===== config.mk =====
export PLATFORM = sky130hd
export DESIGN_NAME = chiptune_channel_effects
export DESIGN_NICKNAME = d
export VERILOG_FILES = /design/src/rtl/cce_pkg.sv /design/src/rtl/chiptune_channel_effects.sv /design/src/rtl/cce_divider.sv
export SDC_FILE = /design/constraint.sdc
export NUM_CORES = 1
export LEC_CHECK = 0
export ABC_AREA = 1
export BUFFER_PORTS_ARGS = -buffer_cell sky130_fd_sc_hd__buf_2
export CORE_MARGIN = 3
export CORE_UTILIZATION = 35
export DETAILED_ROUTE_END_ITERATION = 10
export SYNTH_ARGS = -nofsm -noshare
export SYNTH_HDL_FRONTEND = slang
export SYNTH_SLANG_ARGS = --single-unit

===== constraint.sdc =====
create_clock -name clk_i -period 10.3 [get_ports clk_i]
set_clock_uncertainty 0.1 [all_clocks]
set_input_delay 0.515 -clock clk_i [delete_from_list [all_inputs] [get_ports clk_i]]
set_output_delay 0.515 -clock clk_i [all_outputs]
set_load 0.005 [all_outputs]

===== src/rtl/cce_pkg.sv =====
`default_nettype none

package cce_pkg;

  localparam int unsigned NOTE_COUNT = 96;
  localparam int unsigned IDX_W      = 7;
  localparam int unsigned HZ_W       = 15;
  localparam int unsigned DVD_W      = 15;
  localparam int unsigned DVS_W      = 9;

  localparam logic [IDX_W-1:0] NOISE_NOTE  = IDX_W'(NOTE_COUNT + 1);
  localparam logic [IDX_W-1:0] IDX_NOISE   = 7'd73;
  localparam logic [HZ_W-1:0]  NOISE_HZ    = 15'd4000;
  localparam logic [HZ_W-1:0]  OUT_MAX     = 15'h7FFF;
  localparam logic [14:0]      LFSR_SEED   = 15'h7FFF;
  localparam logic [2:0]       VOLUME_MAX  = 3'd4;
  localparam logic [DVD_W-1:0] GLIDE_NUMER = 15'd128;

  typedef enum logic [1:0] {
    MODE_TICK    = 2'd0,
    MODE_STEP    = 2'd1,
    MODE_NOTE_ON = 2'd2,
    MODE_STOP    = 2'd3
  } mode_e;

  typedef enum logic [2:0] {
    CMD_NOP   = 3'd0,
    CMD_ARP   = 3'd1,
    CMD_VIB   = 3'd2,
    CMD_PULSE = 3'd3,
    CMD_ENV   = 3'd4,
    CMD_PORTA = 3'd5,
    CMD_HOP   = 3'd6,
    CMD_RSVD  = 3'd7
  } cmd_e;

  function automatic logic [7:0] duty_level(input logic [1:0] idx);
    logic [7:0] lvl;
    case (idx)
      2'd0:    lvl = 8'd32;
      2'd1:    lvl = 8'd64;
      2'd2:    lvl = 8'd128;
      default: lvl = 8'd192;
    endcase
    return lvl;
  endfunction

  // Index 0 and indexes past the last tone read as silence.
  function automatic logic [12:0] tone_hz(input logic [IDX_W-1:0] idx);
    logic [12:0] hz;
    case (idx)
      7'd0:  hz = 13'd0;
      7'd1:  hz = 13'd65;   7'd2:  hz = 13'd69;   7'd3:  hz = 13'd73;   7'd4:  hz = 13'd78;
      7'd5:  hz = 13'd82;   7'd6:  hz = 13'd87;   7'd7:  hz = 13'd93;   7'd8:  hz = 13'd98;
      7'd9:  hz = 13'd104;  7'd10: hz = 13'd110;  7'd11: hz = 13'd117;  7'd12: hz = 13'd123;
      7'd13: hz = 13'd131;  7'd14: hz = 13'd139;  7'd15: hz = 13'd147;  7'd16: hz = 13'd156;
      7'd17: hz = 13'd165;  7'd18: hz = 13'd175;  7'd19: hz = 13'd185;  7'd20: hz = 13'd196;
      7'd21: hz = 13'd208;  7'd22: hz = 13'd220;  7'd23: hz = 13'd233;  7'd24: hz = 13'd247;
      7'd25: hz = 13'd262;  7'd26: hz = 13'd277;  7'd27: hz = 13'd294;  7'd28: hz = 13'd311;
      7'd29: hz = 13'd330;  7'd30: hz = 13'd349;  7'd31: hz = 13'd370;  7'd32: hz = 13'd392;
      7'd33: hz = 13'd415;  7'd34: hz = 13'd440;  7'd35: hz = 13'd466;  7'd36: hz = 13'd494;
      7'd37: hz = 13'd523;  7'd38: hz = 13'd554;  7'd39: hz = 13'd587;  7'd40: hz = 13'd622;
      7'd41: hz = 13'd659;  7'd42: hz = 13'd698;  7'd43: hz = 13'd740;  7'd44: hz = 13'd784;
      7'd45: hz = 13'd831;  7'd46: hz = 13'd880;  7'd47: hz = 13'd932;  7'd48: hz = 13'd988;
      7'd49: hz = 13'd1047; 7'd50: hz = 13'd1109; 7'd51: hz = 13'd1175; 7'd52: hz = 13'd1245;
      7'd53: hz = 13'd1319; 7'd54: hz = 13'd1397; 7'd55: hz = 13'd1480; 7'd56: hz = 13'd1568;
      7'd57: hz = 13'd1661; 7'd58: hz = 13'd1760; 7'd59: hz = 13'd1865; 7'd60: hz = 13'd1976;
      7'd61: hz = 13'd2093; 7'd62: hz = 13'd2217; 7'd63: hz = 13'd2349; 7'd64: hz = 13'd2489;
      7'd65: hz = 13'd2637; 7'd66: hz = 13'd2794; 7'd67: hz = 13'd2960; 7'd68: hz = 13'd3136;
      7'd69: hz = 13'd3322; 7'd70: hz = 13'd3520; 7'd71: hz = 13'd3729; 7'd72: hz = 13'd3951;
      7'd73: hz = 13'd4186; 7'd74: hz = 13'd4435; 7'd75: hz = 13'd4699; 7'd76: hz = 13'd4978;
      7'd77: hz = 13'd5274; 7'd78: hz = 13'd5588; 7'd79: hz = 13'd5920; 7'd80: hz = 13'd6272;
      7'd81: hz = 13'd6645; 7'd82: hz = 13'd7040; 7'd83: hz = 13'd7459; 7'd84: hz = 13'd7902;
      default: hz = 13'd0;
    endcase
    return hz;
  endfunction

  typedef enum logic [5:0] {
    S_IDLE = 6'b000001,
    S_PRE  = 6'b000010,
    S_VIB  = 6'b000100,
    S_DIV1 = 6'b001000,
    S_DIV2 = 6'b010000,
    S_FIN  = 6'b100000
  } state_e;

endpackage

`default_nettype wire


===== src/rtl/chiptune_channel_effects.sv =====
// Channel     Dir  Handshake                     Payload
// s_axis      in   s_axis_tvalid/s_axis_tready   tuser mode, tdata step and note-on fields
// m_axis      out  m_axis_tvalid/m_axis_tready   tdata out_hz, pwm_duty
// cfg         in   cfg_we_i                      cfg_wdata_i volume
//
// A tick or step beat's result is registered after the two passes of the shared restoring
// divider (128 / speed, then target / (quotient + 1)); the input is ready again as soon as
// the result is registered.
// Note-on and stop beats give no result and leave the input ready.
// The input is not ready while a tick or step is in progress, and such a beat waits in its
// last step while an earlier result is still held in the output register.
// Reset sets all channel state to its initial values at once; there is no clearing pass.
`default_nettype none

module chiptune_channel_effects
  import cce_pkg::*;
(
  input  wire         clk_i,
  input  wire         rst_ni,
  input  wire         s_axis_tvalid,
  output logic        s_axis_tready,
  // note[6:0], command[9:7], command_value[17:10], step_duty[19:18],
  // tone_hz[33:20], tone_duty[35:34], tone_ticks[51:36], zero fill above.
  input  wire  [55:0] s_axis_tdata,
  // mode[1:0].
  input  wire  [1:0]  s_axis_tuser,
  output logic        m_axis_tvalid,
  input  wire         m_axis_tready,
  // out_hz[14:0], pwm_duty[22:15], zero fill at bit 23.
  output logic [23:0] m_axis_tdata,
  input  wire         cfg_we_i,
  input  wire  [2:0]  cfg_wdata_i
);

  state_e state_q, state_d;

  logic [2:0]       volume_q;
  logic [HZ_W-1:0]  base_hz_q, base_hz_d;
  logic [1:0]       duty_index_q, duty_index_d;
  logic             noise_on_q, noise_on_d;
  logic             arp_on_q, arp_on_d;
  logic [7:0]       arp_offsets_q, arp_offsets_d;
  logic [1:0]       arp_phase_q, arp_phase_d;
  logic [1:0]       arp_count_q, arp_count_d;
  logic [3:0]       vib_rate_q, vib_rate_d;
  logic [3:0]       vib_amount_q, vib_amount_d;
  logic [3:0]       vib_count_q, vib_count_d;
  logic [2:0]       vib_phase_q, vib_phase_d;
  logic [HZ_W-1:0]  glide_target_q, glide_target_d;
  logic [7:0]       glide_speed_q, glide_speed_d;
  logic [14:0]      noise_shift_q, noise_shift_d;
  logic [16:0]      ticks_left_q, ticks_left_d;
  logic [IDX_W-1:0] base_index_q, base_index_d;
  logic [16:0]      f_q, f_d;
  logic [7:0]       q1_q, q1_d;
  logic             out_valid_q, out_valid_d;
  logic [23:0]      out_data_q, out_data_d;

  logic [1:0]       in_mode;
  logic [6:0]       in_note;
  logic [2:0]       in_cmd;
  logic [7:0]       in_cv;
  logic [1:0]       in_sduty;
  logic [13:0]      in_tone_hz;
  logic [1:0]       in_tone_duty;
  logic [15:0]      in_tone_ticks;
  logic             accept;

  logic             div_start;
  logic             div_done;
  logic [DVD_W-1:0] div_dividend;
  logic [DVS_W-1:0] div_divisor;
  logic [DVD_W-1:0] div_quotient;

  logic             tick_ends;
  logic [HZ_W-1:0]  step_hz;
  logic [2:0]       arp_cnt_inc;
  logic [1:0]       arp_ph_new;
  logic [7:0]       arp_sum;
  logic [IDX_W-1:0] arp_idx;
  logic [3:0]       vib_cnt_inc;
  logic [3:0]       vib_limit;
  logic [2:0]       vib_ph_new;
  logic [20:0]      vib_prod;
  logic [16:0]      vib_off;
  logic [HZ_W-1:0]  glide_step;
  logic [HZ_W:0]    glide_up;
  logic [HZ_W:0]    glide_lim;
  logic [HZ_W-1:0]  glide_hz;
  logic             lfsr_bit;
  logic [16:0]      f_fin;
  logic [HZ_W-1:0]  f_sat;
  logic [10:0]      pwm_prod;
  logic [7:0]       pwm;

  assign in_mode       = s_axis_tuser;
  assign in_note       = s_axis_tdata[6:0];
  assign in_cmd        = s_axis_tdata[9:7];
  assign in_cv         = s_axis_tdata[17:10];
  assign in_sduty      = s_axis_tdata[19:18];
  assign in_tone_hz    = s_axis_tdata[33:20];
  assign in_tone_duty  = s_axis_tdata[35:34];
  assign in_tone_ticks = s_axis_tdata[51:36];

  assign s_axis_tready = (state_q == S_IDLE);
  assign accept        = s_axis_tvalid && s_axis_tready;

  assign tick_ends   = (ticks_left_q == 17'd1);
  assign arp_cnt_inc = {1'b0, arp_count_q} + 3'd1;
  assign arp_ph_new  = (arp_cnt_inc >= 3'd2) ? ((arp_phase_q == 2'd2) ? 2'd0 : arp_phase_q + 2'd1)
                                             : arp_phase_q;
  assign vib_cnt_inc = vib_count_q + 4'd1;
  assign vib_limit   = 4'd8 - vib_rate_q;
  assign vib_ph_new  = (vib_rate_q[3] || (vib_cnt_inc >= vib_limit)) ? vib_phase_q + 3'd1
                                                                      : vib_phase_q;
  assign vib_prod    = f_q * {17'd0, vib_amount_q};
  assign vib_off     = vib_prod[20:6] == '0 ? 17'd0 : {2'b00, vib_prod[20:6]};

  assign glide_step  = (div_quotient == '0) ? 15'd1 : div_quotient;
  assign glide_up    = {1'b0, base_hz_q} + {1'b0, glide_step};
  assign glide_lim   = {1'b0, glide_step} + {1'b0, glide_target_q};
  assign lfsr_bit    = noise_shift_q[14] ^ noise_shift_q[13];

  always_comb begin
    arp_sum = {1'b0, base_index_q};
    case (arp_ph_new)
      2'd1:    arp_sum = {1'b0, base_index_q} + {4'd0, arp_offsets_q[7:4]};
      2'd2:    arp_sum = {1'b0, base_index_q} + {4'd0, arp_offsets_q[3:0]};
      default: arp_sum = {1'b0, base_index_q};
    endcase
    arp_idx = (arp_sum > 8'(NOTE_COUNT)) ? IDX_W'(NOTE_COUNT) : arp_sum[IDX_W-1:0];
  end

  always_comb begin
    if (in_note == NOISE_NOTE) begin
      step_hz = NOISE_HZ;
    end else if (in_note != '0 && in_note <= IDX_W'(NOTE_COUNT)) begin
      step_hz = {2'b00, tone_hz(in_note)};
    end else begin
      step_hz = '0;
    end
  end

  always_comb begin
    if (glide_speed_q != '0 && base_hz_q != glide_target_q && glide_target_q != '0) begin
      if (base_hz_q < glide_target_q) begin
        glide_hz = (glide_up > {1'b0, glide_target_q}) ? glide_target_q : glide_up[HZ_W-1:0];
      end else begin
        glide_hz = ({1'b0, base_hz_q} < glide_lim) ? glide_target_q : base_hz_q - glide_step;
      end
    end else begin
      glide_hz = base_hz_q;
    end
  end

  always_comb begin
    state_d        = state_q;
    base_hz_d      = base_hz_q;
    duty_index_d   = duty_index_q;
    noise_on_d     = noise_on_q;
    arp_on_d       = arp_on_q;
    arp_offsets_d  = arp_offsets_q;
    arp_phase_d    = arp_phase_q;
    arp_count_d    = arp_count_q;
    vib_rate_d     = vib_rate_q;
    vib_amount_d   = vib_amount_q;
    vib_count_d    = vib_count_q;
    vib_phase_d    = vib_phase_q;
    glide_target_d = glide_target_q;
    glide_speed_d  = glide_speed_q;
    noise_shift_d  = noise_shift_q;
    ticks_left_d   = ticks_left_q;
    base_index_d   = base_index_q;
    f_d            = f_q;
    q1_d           = q1_q;
    out_valid_d    = out_valid_q && !m_axis_tready;
    out_data_d     = out_data_q;
    div_start      = 1'b0;
    div_dividend   = GLIDE_NUMER;
    div_divisor    = {1'b0, glide_speed_q};
    f_fin          = '0;
    f_sat          = '0;
    pwm_prod       = '0;
    pwm            = '0;

    unique case (state_q)
      S_IDLE: begin
        if (accept) begin
          case (in_mode)
            MODE_NOTE_ON: begin
              base_hz_d    = {1'b0, in_tone_hz};
              duty_index_d = in_tone_duty;
              noise_on_d   = 1'b0;
              arp_on_d     = 1'b0;
              vib_rate_d   = '0;
              ticks_left_d = (in_tone_ticks == '0) ? 17'h10000 : {1'b0, in_tone_ticks};
            end
            MODE_STOP: begin
              base_hz_d    = '0;
              ticks_left_d = '0;
              noise_on_d   = 1'b0;
              arp_on_d     = 1'b0;
            end
            MODE_STEP: begin
              arp_on_d      = 1'b0;
              vib_rate_d    = '0;
              vib_amount_d  = '0;
              glide_speed_d = '0;
              noise_on_d    = (in_note == NOISE_NOTE);
              base_hz_d     = step_hz;
              duty_index_d  = in_sduty;
              if (in_note == NOISE_NOTE) begin
                base_index_d = IDX_NOISE;
              end else if (step_hz != '0) begin
                base_index_d = in_note;
              end else begin
                base_index_d = 7'd1;
              end
              case (in_cmd)
                CMD_ARP: begin
                  arp_on_d      = 1'b1;
                  arp_offsets_d = in_cv;
                  arp_phase_d   = '0;
                  arp_count_d   = '0;
                end
                CMD_VIB: begin
                  vib_rate_d   = in_cv[7:4];
                  vib_amount_d = in_cv[3:0];
                  vib_count_d  = '0;
                  vib_phase_d  = '0;
                end
                CMD_PULSE: duty_index_d = in_cv[1:0];
                CMD_PORTA: begin
                  glide_speed_d  = in_cv;
                  glide_target_d = step_hz;
                end
                default: ;
              endcase
              state_d = S_PRE;
            end
            default: state_d = S_PRE;
          endcase
        end
      end
      S_PRE: begin
        if (ticks_left_q != '0 && !ticks_left_q[16]) begin
          ticks_left_d = ticks_left_q - 17'd1;
        end
        f_d = tick_ends ? 17'd0 : {2'b00, base_hz_q};
        if (tick_ends) begin
          base_hz_d = '0;
        end
        if (arp_on_q && base_index_q != '0) begin
          arp_count_d = (arp_cnt_inc >= 3'd2) ? 2'd0 : arp_cnt_inc[1:0];
          arp_phase_d = arp_ph_new;
          if (arp_ph_new != 2'd3) begin
            f_d = {4'd0, tone_hz(arp_idx)};
          end
        end
        state_d = S_VIB;
      end
      S_VIB: begin
        if (vib_rate_q != '0 && vib_amount_q != '0 && f_q != '0) begin
          vib_count_d = (vib_rate_q[3] || (vib_cnt_inc >= vib_limit)) ? 4'd0 : vib_cnt_inc;
          vib_phase_d = vib_ph_new;
          if (!vib_ph_new[2]) begin
            f_d = f_q + vib_off;
          end else begin
            f_d = (f_q >= vib_off) ? f_q - vib_off : 17'd0;
          end
        end
        div_start = 1'b1;
        state_d   = S_DIV1;
      end
      S_DIV1: begin
        if (div_done) begin
          q1_d         = div_quotient[7:0];
          div_start    = 1'b1;
          div_dividend = glide_target_q;
          div_divisor  = {1'b0, div_quotient[7:0]} + 9'd1;
          state_d      = S_DIV2;
        end
      end
      S_DIV2: begin
        if (div_done) begin
          state_d = S_FIN;
        end
      end
      S_FIN: begin
        if (!out_valid_q || m_axis_tready) begin
          f_fin     = f_q;
          base_hz_d = glide_hz;
          if (glide_hz != base_hz_q) begin
            f_fin = {2'b00, glide_hz};
          end
          if (noise_on_q) begin
            noise_shift_d = {noise_shift_q[13:0], lfsr_bit};
            f_fin         = lfsr_bit ? {2'b00, NOISE_HZ} : 17'd0;
          end
          f_sat    = (f_fin > {2'b00, OUT_MAX}) ? OUT_MAX : f_fin[HZ_W-1:0];
          pwm_prod = duty_level(duty_index_q) * {8'd0, volume_q};
          pwm      = (f_sat == '0) ? 8'd0 : pwm_prod[9:2];
          out_data_d  = {1'b0, pwm, f_sat};
          out_valid_d = 1'b1;
          state_d     = S_IDLE;
        end
      end
      default: state_d = S_IDLE;
    endcase
  end

  cce_divider u_div (
    .clk_i      (clk_i),
    .rst_ni     (rst_ni),
    .start_i    (div_start),
    .dividend_i (div_dividend),
    .divisor_i  (div_divisor),
    .done_o     (div_done),
    .quotient_o (div_quotient)
  );

  always_ff @(posedge clk_i or negedge rst_ni) begin
    if (!rst_ni) begin
      state_q        <= S_IDLE;
      volume_q       <= VOLUME_MAX;
      base_hz_q      <= '0;
      duty_index_q   <= 2'd2;
      noise_on_q     <= 1'b0;
      arp_on_q       <= 1'b0;
      arp_offsets_q  <= '0;
      arp_phase_q    <= '0;
      arp_count_q    <= '0;
      vib_rate_q     <= '0;
      vib_amount_q   <= '0;
      vib_count_q    <= '0;
      vib_phase_q    <= '0;
      glide_target_q <= '0;
      glide_speed_q  <= '0;
      noise_shift_q  <= LFSR_SEED;
      ticks_left_q   <= '0;
      base_index_q   <= '0;
      out_valid_q    <= 1'b0;
    end else begin
      state_q        <= state_d;
      if (cfg_we_i) begin
        volume_q <= (cfg_wdata_i > VOLUME_MAX) ? VOLUME_MAX : cfg_wdata_i;
      end
      base_hz_q      <= base_hz_d;
      duty_index_q   <= duty_index_d;
      noise_on_q     <= noise_on_d;
      arp_on_q       <= arp_on_d;
      arp_offsets_q  <= arp_offsets_d;
      arp_phase_q    <= arp_phase_d;
      arp_count_q    <= arp_count_d;
      vib_rate_q     <= vib_rate_d;
      vib_amount_q   <= vib_amount_d;
      vib_count_q    <= vib_count_d;
      vib_phase_q    <= vib_phase_d;
      glide_target_q <= glide_target_d;
      glide_speed_q  <= glide_speed_d;
      noise_shift_q  <= noise_shift_d;
      ticks_left_q   <= ticks_left_d;
      base_index_q   <= base_index_d;
      out_valid_q    <= out_valid_d;
    end
  end

  always_ff @(posedge clk_i) begin
    f_q        <= f_d;
    q1_q       <= q1_d;
    out_data_q <= out_data_d;
  end

  assign m_axis_tvalid = out_valid_q;
  assign m_axis_tdata  = out_data_q;

  a_tick_busy: assert property (@(posedge clk_i) disable iff (!rst_ni)
    accept && (in_mode == MODE_TICK || in_mode == MODE_STEP) |=> !s_axis_tready)
    else $error("input ready right after a tick beat");

  a_div_done_in_div: assert property (@(posedge clk_i) disable iff (!rst_ni)
    div_done |-> (state_q == S_DIV1 || state_q == S_DIV2))
    else $error("divider finished outside a divide step");

  a_volume_range: assert property (@(posedge clk_i) disable iff (!rst_ni)
    volume_q <= VOLUME_MAX)
    else $error("volume above four");

  a_arp_phase: assert property (@(posedge clk_i) disable iff (!rst_ni)
    arp_phase_q != 2'd3)
    else $error("arpeggio phase out of range");

  a_glide_q1: assert property (@(posedge clk_i) disable iff (!rst_ni)
    state_q == S_DIV2 && glide_speed_q != '0 |-> q1_q <= 8'd128)
    else $error("glide quotient out of range");

endmodule

`default_nettype wire


===== src/rtl/cce_divider.sv =====
`default_nettype none

module cce_divider
  import cce_pkg::*;
(
  input  wire              clk_i,
  input  wire              rst_ni,
  input  wire              start_i,
  input  wire  [DVD_W-1:0] dividend_i,
  input  wire  [DVS_W-1:0] divisor_i,
  output logic             done_o,
  output logic [DVD_W-1:0] quotient_o
);

  logic [DVD_W-1:0] quo_q, quo_d;
  logic [DVS_W-2:0] rem_q, rem_d;
  logic [DVS_W-1:0] dvs_q;
  logic [3:0]       cnt_q, cnt_d;
  logic             busy_q, busy_d;
  logic             done_q, done_d;
  logic [DVS_W-1:0] trial;
  logic             fits;

  assign trial = {rem_q, quo_q[DVD_W-1]};
  assign fits  = (trial >= dvs_q);

  always_comb begin
    quo_d  = quo_q;
    rem_d  = rem_q;
    cnt_d  = cnt_q;
    busy_d = busy_q;
    done_d = 1'b0;
    if (start_i) begin
      quo_d  = dividend_i;
      rem_d  = '0;
      cnt_d  = 4'(DVD_W);
      busy_d = 1'b1;
    end else if (busy_q) begin
      rem_d  = fits ? (DVS_W-1)'(trial - dvs_q) : trial[DVS_W-2:0];
      quo_d  = {quo_q[DVD_W-2:0], fits};
      cnt_d  = cnt_q - 4'd1;
      if (cnt_q == 4'd1) begin
        busy_d = 1'b0;
        done_d = 1'b1;
      end
    end
  end

  always_ff @(posedge clk_i or negedge rst_ni) begin
    if (!rst_ni) begin
      busy_q <= 1'b0;
      done_q <= 1'b0;
      cnt_q  <= '0;
    end else begin
      busy_q <= busy_d;
      done_q <= done_d;
      cnt_q  <= cnt_d;
    end
  end

  always_ff @(posedge clk_i) begin
    quo_q <= quo_d;
    rem_q <= rem_d;
    if (start_i) begin
      dvs_q <= divisor_i;
    end
  end

  assign done_o     = done_q;
  assign quotient_o = quo_q;

endmodule

`default_nettype wire


* Word level (Yosys, flattened, before mapping)
Memories as Yosys holds them, arrays and structs flattened.
Cells that the tools add are included.
** Cells by class
- $add $sub $neg :: 16
- Multiply operators :: 2
- Magnitude comparators :: 11
- Equal/unequal tests :: 39
- Mux-type cells :: 95
- Bitwise logic cells :: 1
- Reductions and logical operators :: 51
** Operators with widths (number)
- $mux W15 :: 17
- $mux W17 :: 10
- $pmux W17 S2 :: 3
- $pmux W15 S3 :: 2
- $mux W8 :: 6
- $logic_not A15 Y1 :: 3
- $mux W4 :: 9
- $pmux W6 S6 :: 1
- $reduce_bool A17 Y1 :: 2
- $add A15 B15 Y16 :: 2
- $mux W6 :: 5
- $ne A15 B15 Y1 :: 2
- $reduce_bool A15 Y1 :: 2
- $mux W13 :: 2
- $pmux W8 S3 :: 1
- $mul A17 B4 Y21 :: 1
- $mux W7 :: 3
- $reduce_and A5 Y1 :: 4
- $mux W2 :: 9
- $mux W3 :: 6
- $add A17 B15 Y17 :: 1
- $eq A17 B1 Y1 const B :: 1
- $ge A17 B15 Y1 :: 1
- $gt A17 B15 Y1 const B :: 1
- other kinds (62) :: 121
** Word-level totals
- Flip-flop bits (word level) :: 196
- Bits in read-only memories :: 3328
- Bits of input ports :: 66
- Output and inout bits :: 26
- Word-level logic and storage cells :: 247
- Memories :: 2
** Memory list
- (no name shown) :: words 128, bits a word 13, read ports 1, clocked after memory_dff 0, write ports 0, line cce_pkg.sv:51 : case (idx)
- (no name shown) :: words 128, bits a word 13, read ports 1, clocked after memory_dff 0, write ports 0, line cce_pkg.sv:51

* Depth between registers and ports, before layout
- Depth after elaboration :: 15
- Depth in mapped cells :: 50
- Mapped depth without buffers :: 48

* Hierarchy
A second synthesis with hierarchy kept.
** Unflattened totals
- Cell total of the unflattened synthesis :: 2998
- Area, all modules :: 20527.2 sq um
** Modules (own cells, without submodules)
- chiptune_channel_effects :: instances 1, cells each 2740, area an instance 18366.4 sq um, sequential area each 4036.4 sq um
- cce_divider :: instances 1, cells each 258, area an instance 2160.8 sq um, sequential area each 1031.0 sq um

* Worst setup path before layout
No wires, ideal clock.
- Kind :: register to register
- Start :: register vib_amount_q[2]
- End :: register f_q[9] (data pin)
- Setup time :: 0.130 ns
- Arrival time :: 6.056 ns
- Required time :: 10.070 ns
- Path slack :: 4.014 ns
- Stages on the path, launching flop included :: 36
- Path buffers :: 2
- Clock period less this slack :: 6.286 ns
- Cells stage by stage :: dfrtp_1 > clkbuf_1 > clkbuf_1 > nand2_1 > fa_1 > inv_1 > fa_1 > ha_1 > a21oi_1 > o21ai_0 > a21oi_1 > nor2_1 > a21oi_1 > o21bai_1 > a21o_1 > nand3_1 > nand2_1 > a21o_1 > nand3_1 > nand2_1 > nand2_1 > nand2_1 > a21o_1 > xor2_1 > inv_1 > ha_1 > inv_1 > nor3_1 > inv_1 > nor4_1 > a31oi_1 > and3_1 > nor2_2 > inv_1 > o21ai_0 > o221a_2
** On the way
- Longest elaborated chain between the ends :: 8
- Elaborated cells between the ends (all ways) :: 10
- Classes of those cells :: add/sub: 2; mul: 1; order compare: 1; mux: 5; reduce/logical: 1
** RTL lines
- start: declaration :: line chiptune_channel_effects.sv:46 : logic [3:0] vib_amount_q, vib_amount_d;
- start signal: assignment :: line chiptune_channel_effects.sv:356 : vib_amount_q <= vib_amount_d;
- $mul A17 B4 Y21 * :: line chiptune_channel_effects.sv:116 : assign vib_prod = f_q * {17'd0, vib_amount_q};
- $logic_not A15 Y1 :: line chiptune_channel_effects.sv:117 : assign vib_off = vib_prod[20:6] == '0 ? 17'd0 : {2'b00, vib_prod[20:6]};
- $mux W15 * :: line chiptune_channel_effects.sv:117
- $sub A17 B15 Y17 / $ge A17 B15 Y1 (equally long branches) :: line chiptune_channel_effects.sv:269 : f_d = (f_q >= vib_off) ? f_q - vib_off : 17'd0;
- $mux W17 :: line chiptune_channel_effects.sv:269
- $mux W17 * :: line chiptune_channel_effects.sv:266 : if (!vib_ph_new[2]) begin
- $mux W17 * :: line chiptune_channel_effects.sv:263 : if (vib_rate_q != '0 && vib_amount_q != '0 && f_q != '0) begin
- $pmux W17 S2 * :: line chiptune_channel_effects.sv:186 : unique case (state_q)
- net f_d[9] :: line chiptune_channel_effects.sv:54 : logic [16:0] f_q, f_d;
- end signal: assignment :: line chiptune_channel_effects.sv:369 : f_q <= f_d;
- end: declaration :: line chiptune_channel_effects.sv:54
Mark *: on every way through the listed nets, which the timed path passes. The rest lies on a longest branch. The select of a mux whose other input is x is not followed.
A chain may end at the register's enable or synchronous reset.

* Worst setup path in the final report
- Start :: register u_div.quo_q[9] (netlist: u_div.quotient_o[9])
- End :: register out_data_q[18] (netlist: m_axis_tdata[18]) (data pin)
** On the way
- Longest elaborated chain between the ends :: 15
- Elaborated cells between the ends (all ways) :: 19
- Classes of those cells :: add/sub: 3; order compare: 3; eq/ne: 1; mux: 10; reduce/logical: 2
** RTL lines
- start: declaration :: line cce_divider.sv:15 : logic [DVD_W-1:0] quo_q, quo_d;
- start signal: assignment :: line cce_divider.sv:62 : quo_q <= quo_d;
- $logic_not A15 Y1 :: line chiptune_channel_effects.sv:119 : assign glide_step = (div_quotient == '0) ? 15'd1 : div_quotient;
- $mux W15 * :: line chiptune_channel_effects.sv:119
- $add A15 B15 Y16, on equally long branches :: line chiptune_channel_effects.sv:121, chiptune_channel_effects.sv:120
- $lt A15 B16 Y1 / $gt A16 B15 Y1 (equally long branches) :: line chiptune_channel_effects.sv:149, chiptune_channel_effects.sv:147
- $mux W15, on equally long branches :: line chiptune_channel_effects.sv:149, chiptune_channel_effects.sv:147
- $mux W15 * :: line chiptune_channel_effects.sv:146 : if (base_hz_q < glide_target_q) begin
- $mux W15 * :: line chiptune_channel_effects.sv:145 : if (glide_speed_q != '0 && base_hz_q != glide_target_q && glide_target_q != '0) begin
- $ne A15 B15 Y1 :: line chiptune_channel_effects.sv:293 : if (glide_hz != base_hz_q) begin
- $mux W17 * :: line chiptune_channel_effects.sv:293
- $mux W17 * :: line chiptune_channel_effects.sv:296 : if (noise_on_q) begin
- $mux W17 * :: line chiptune_channel_effects.sv:290 : if (!out_valid_q || m_axis_tready) begin
- $mux W17 * :: line chiptune_channel_effects.sv:186
- $gt A17 B15 Y1 :: line chiptune_channel_effects.sv:300 : f_sat = (f_fin > {2'b00, OUT_MAX}) ? OUT_MAX : f_fin[HZ_W-1:0];
- $mux W15 * :: line chiptune_channel_effects.sv:300
- $logic_not A15 Y1 * :: line chiptune_channel_effects.sv:302 : pwm = (f_sat == '0) ? 8'd0 : pwm_prod[9:2];
- end signal: assignment :: line chiptune_channel_effects.sv:371 : out_data_q <= out_data_d;
- end: declaration :: line chiptune_channel_effects.sv:57 : logic [23:0] out_data_q, out_data_d;
Every way passes the cells marked *; elsewhere a longest branch is shown, timed or not. The select of a mux whose other input is x is not followed.

==> out/summary.json <==
{
  "synthesis": {
    "synthDistinctLibCells": 67,
    "yosys_warnings": 0,
    "synth_flop_cell": "sky130_fd_sc_hd__dfrtp_1",
    "seq_area_frac_synth_pct": 25.4,
    "synth-edff-count": 61,
    "post-synth-top-area-fraction_pct": 13.0,
    "post_synth_main_area_contributors": "sky130_fd_sc_hd__dfrtp_1 13%, sky130_fd_sc_hd__ha_1 12%, sky130_fd_sc_hd__nand2_1 11%",
    "synth_area_per_cell_um2": 6.93,
    "synth_area_um2": 20000,
    "synth.ff_latch_count": 191,
    "synth_top_area_cell": "sky130_fd_sc_hd__dfrtp_1",
    "synth_cells": 2880,
    "ys_async_sr_fraction_pct": 63.9
  },
  "global_route": {
    "grt_max_degree": 71,
    "use_met2_pct": 31.9,
    "first_pass_grt_wire_length_mm": 101,
    "gr-usage-all-layers_pct": 21.2,
    "grt_remaining_overflow": 0,
    "met3_capacity_usage_during_global_routing_pct": 3.76,
    "antenna_found_initial": 0,
    "gr-usage-met1_pct": 30.9,
    "grt_most_used_layer": "met2",
    "via_count_of_the_first_global_routing_pass": 18233
  },
  "timing": {
    "timing.final.crit_share_pct": 80.5,
    "clock.fmax_mhz": 121,
    "final_period_minus_worst_setup_slack_ns": 8.29,
    "unrepaired_setup_endpoints_after_global_routing": "false",
    "timing.final.hold_violations": 0,
    "setup_tns_ns": 0,
    "final_max_slew_viol_count": 0,
    "worst_tran_pin_value_ns": 1.22,
    "setup_viol_count_final": 0,
    "slew-limit-headroom_pct": 18.2,
    "postLayoutSetupSlackWorst_ns": 2.01
  },
  "layout": {
    "n_antenna_cell": 0,
    "mostFrequentLayoutCells": "596 x sky130_fd_sc_hd__nand2_1, 432 x sky130_fd_sc_hd__inv_1, 255 x sky130_fd_sc_hd__nor2_1, 234 x sky130_fd_sc_hd__o21ai_0, 192 x sky130_fd_sc_hd__a21oi_1",
    "area.sequential_um2": 5070,
    "layout-drive-gt1-share_pct": 7.60,
    "design.final.nets": 3186,
    "multi_input_area_um2": 12700,
    "finish.instance_area_um2": 21600,
    "areaGrowthSynthToFinish_pct": 8.12,
    "final_common_cell": "sky130_fd_sc_hd__nand2_1",
    "number_of_fill_cells_in_the_layout": 6106
  },
  "worst_setup_path": {
    "worst_ep_arrival_time_ns": 8.44,
    "cp-end-kind": "register",
    "setup_crit_start_kind": "register",
    "cpLargestDelayFamily": "simple AND/OR/NAND/NOR gates",
    "critical_path_peak_fanout": 21,
    "worst_path_max_delay_cell": "sky130_fd_sc_hd__nor4_1",
    "rrSetupSlack_ns": 2.01,
    "critical_path.most_common_cell": "sky130_fd_sc_hd__nand2_1",
    "critPathMaxStageDelay_ns": 0.62,
    "crit_required_ns": 10.45,
    "timing.rr.start": "u_div.quotient_o[9]$_DFFE_PP_",
    "crit-reg2reg-capture": "m_axis_tdata[18]$_SDFFCE_PN0P_",
    "critPathKind": "reg -> reg",
    "ff2ff_path_depth": 46,
    "cp.buffers_inverters": 5
  },
  "detailed_routing": {
    "average_vias_per_placed_instance": 5.32,
    "avgRoutedWirePerCell_um": 17.4,
    "totalWireLength_mm": 63.5,
    "drc_errors": 0,
    "drt_pre_antenna_iters": 5,
    "routed-via-count": 19435,
    "drt_iter0_drc": 1826,
    "postRouteAntennaNets": 0
  },
  "clock_network": {
    "clock_insertion_delay_worst_skew_ns": 0.49,
    "cts.repair_timing.setup_buffer_count": 0,
    "path_clk_slew_ns": 0.09,
    "root_buffer": "sky130_fd_sc_hd__clkbuf_16",
    "htree_levels": 4,
    "cts-buffers-inserted": 17,
    "clock_sinks": 191,
    "ctsResizeCount": 0,
    "cts_tree": "yes",
    "cts_buffer_depth": 2
  },
  "floorplanning": {
    "floorplan.core_area_um2": 55700,
    "die_w_um": 245,
    "initial_core_util_pct": 35.8,
    "fp.dieArea_um2": 59900,
    "die_h_um": 245,
    "num_rows": 86,
    "ports": 92
  },
  "placed_design": {
    "count_of_buffers_inserted_at_the_top_level_ports": 83,
    "dp_worst_setup_slack_ns": 2.27,
    "gp_congestion": 0.947,
    "dp.final_hpwl_mm": 50.1,
    "placed_area_um2": 21000
  },
  "hold_path": {
    "min_delay_worst_endpoint": "m_axis_tvalid$_DFF_PN0_",
    "hp-start": "m_axis_tready",
    "min-delay-path-class": "in -> reg",
    "min_delay_path_depth": 2
  },
  "run": {
    "maxCapViolCount": 0
  },
  "run_status": {
    "status": "finished, final reports clean"
  }
}
## per-layer routing
layer / wire length (um) / share of wire [%]
met4: 1470 / 2.3
met3: 5200 / 8.2
met2: 26700 / 42
met5: 0 / 0
met1: 30100 / 47
## logic make-up (layout without fill, tap and decap cells)
logic type | after synthesis | after routing | share of synthesized area (%)
and+or+nand+nor | 1179 | 1179 | 25.3
AOI/OAI and AO/OA | 619 | 619 | 17.9
buffers and inverters | 559 | 583 | 11.0
adders and majority gates | 226 | 226 | 15.6
DFF | 191 | 191 | 25.4
xor gates and xnor gates | 89 | 89 | 3.90
muxes | 16 | 16 | 0.903
other | 1 | 4 | 0.0188
## per-stage QoR
step / utilization [%] / hold slack (ns) / cells
floorplan: - / 0.119 / 2883
global placement: 37.6 / 0.362 / 3622
detailed placement: 37.6 / 0.374 / 3622
CTS: 38.7 / 0.0790 / 3655
global route: 38.7 / 0.0894 / 3655
finish: 38.7 / 0.118 / 3655
## how the worst max path moves through the flow
stage,cells past startpoint,to,slack [ns],from
floorplan,35,f_q[9]$_DFFE_PP_,4.01,vib_amount_q[2]$_DFFE_PN0P_
global placement,46,m_axis_tdata[20]$_SDFFCE_PN0P_,2.32,u_div.quotient_o[8]$_DFFE_PP_
detailed placement,46,m_axis_tdata[21]$_SDFFCE_PN0P_,2.27,u_div.quotient_o[9]$_DFFE_PP_
CTS,46,m_axis_tdata[18]$_SDFFCE_PN0P_,2.26,u_div.quotient_o[8]$_DFFE_PP_
global route,46,m_axis_tdata[18]$_SDFFCE_PN0P_,1.18,u_div.quotient_o[11]$_DFFE_PP_
finish,46,m_axis_tdata[18]$_SDFFCE_PN0P_,2.01,u_div.quotient_o[9]$_DFFE_PP_
## layout make-up
cell class,instances,share of cell area [%]
Multi-Input combinational cell,2133,59.0
Inverter,455,7.94
Clock buffer,19,2.10
Timing Repair Buffer,96,2.40
Tap cell,748,4.34
Clock inverter,13,0.742
Sequential cell,191,23.5
## repair_timing
action                                 in CTS  in global routing
setup endpoints to repair                   0                  0
endpoints found under the hold margin      36                  0
hold buffers                                1                  0
## synth_stat cells, drive strengths merged (14+ instances only)
cell type	instances
nor2	264
clkbuf	78
o21ai	238
buf	26
nor3	38
a31oi	20
nand3	186
mux2	16
nand4	50
a22oi	21
nor4	18
o22ai	34
a21oi	195
ha	188
xor2	76
dfstp	18
inv	449
edfxtp	61
dfrtp	104
nand2	607
o211ai	14
fa	38
o21bai	16
## sequential cells by signal, indices dropped and copies added (netlist names), 9 cells and up
name and count:
noise_shift_q 15, m_axis_tdata 20, u_div.quotient_o 15, f_q 17, u_div.dvs_q 9, base_hz_q 15, ticks_left_q 17, glide_target_q 13
Power is left out: the tool's default activity adds up to more than one toggle a clock period on the data nets, which glitch-free logic cannot reach.
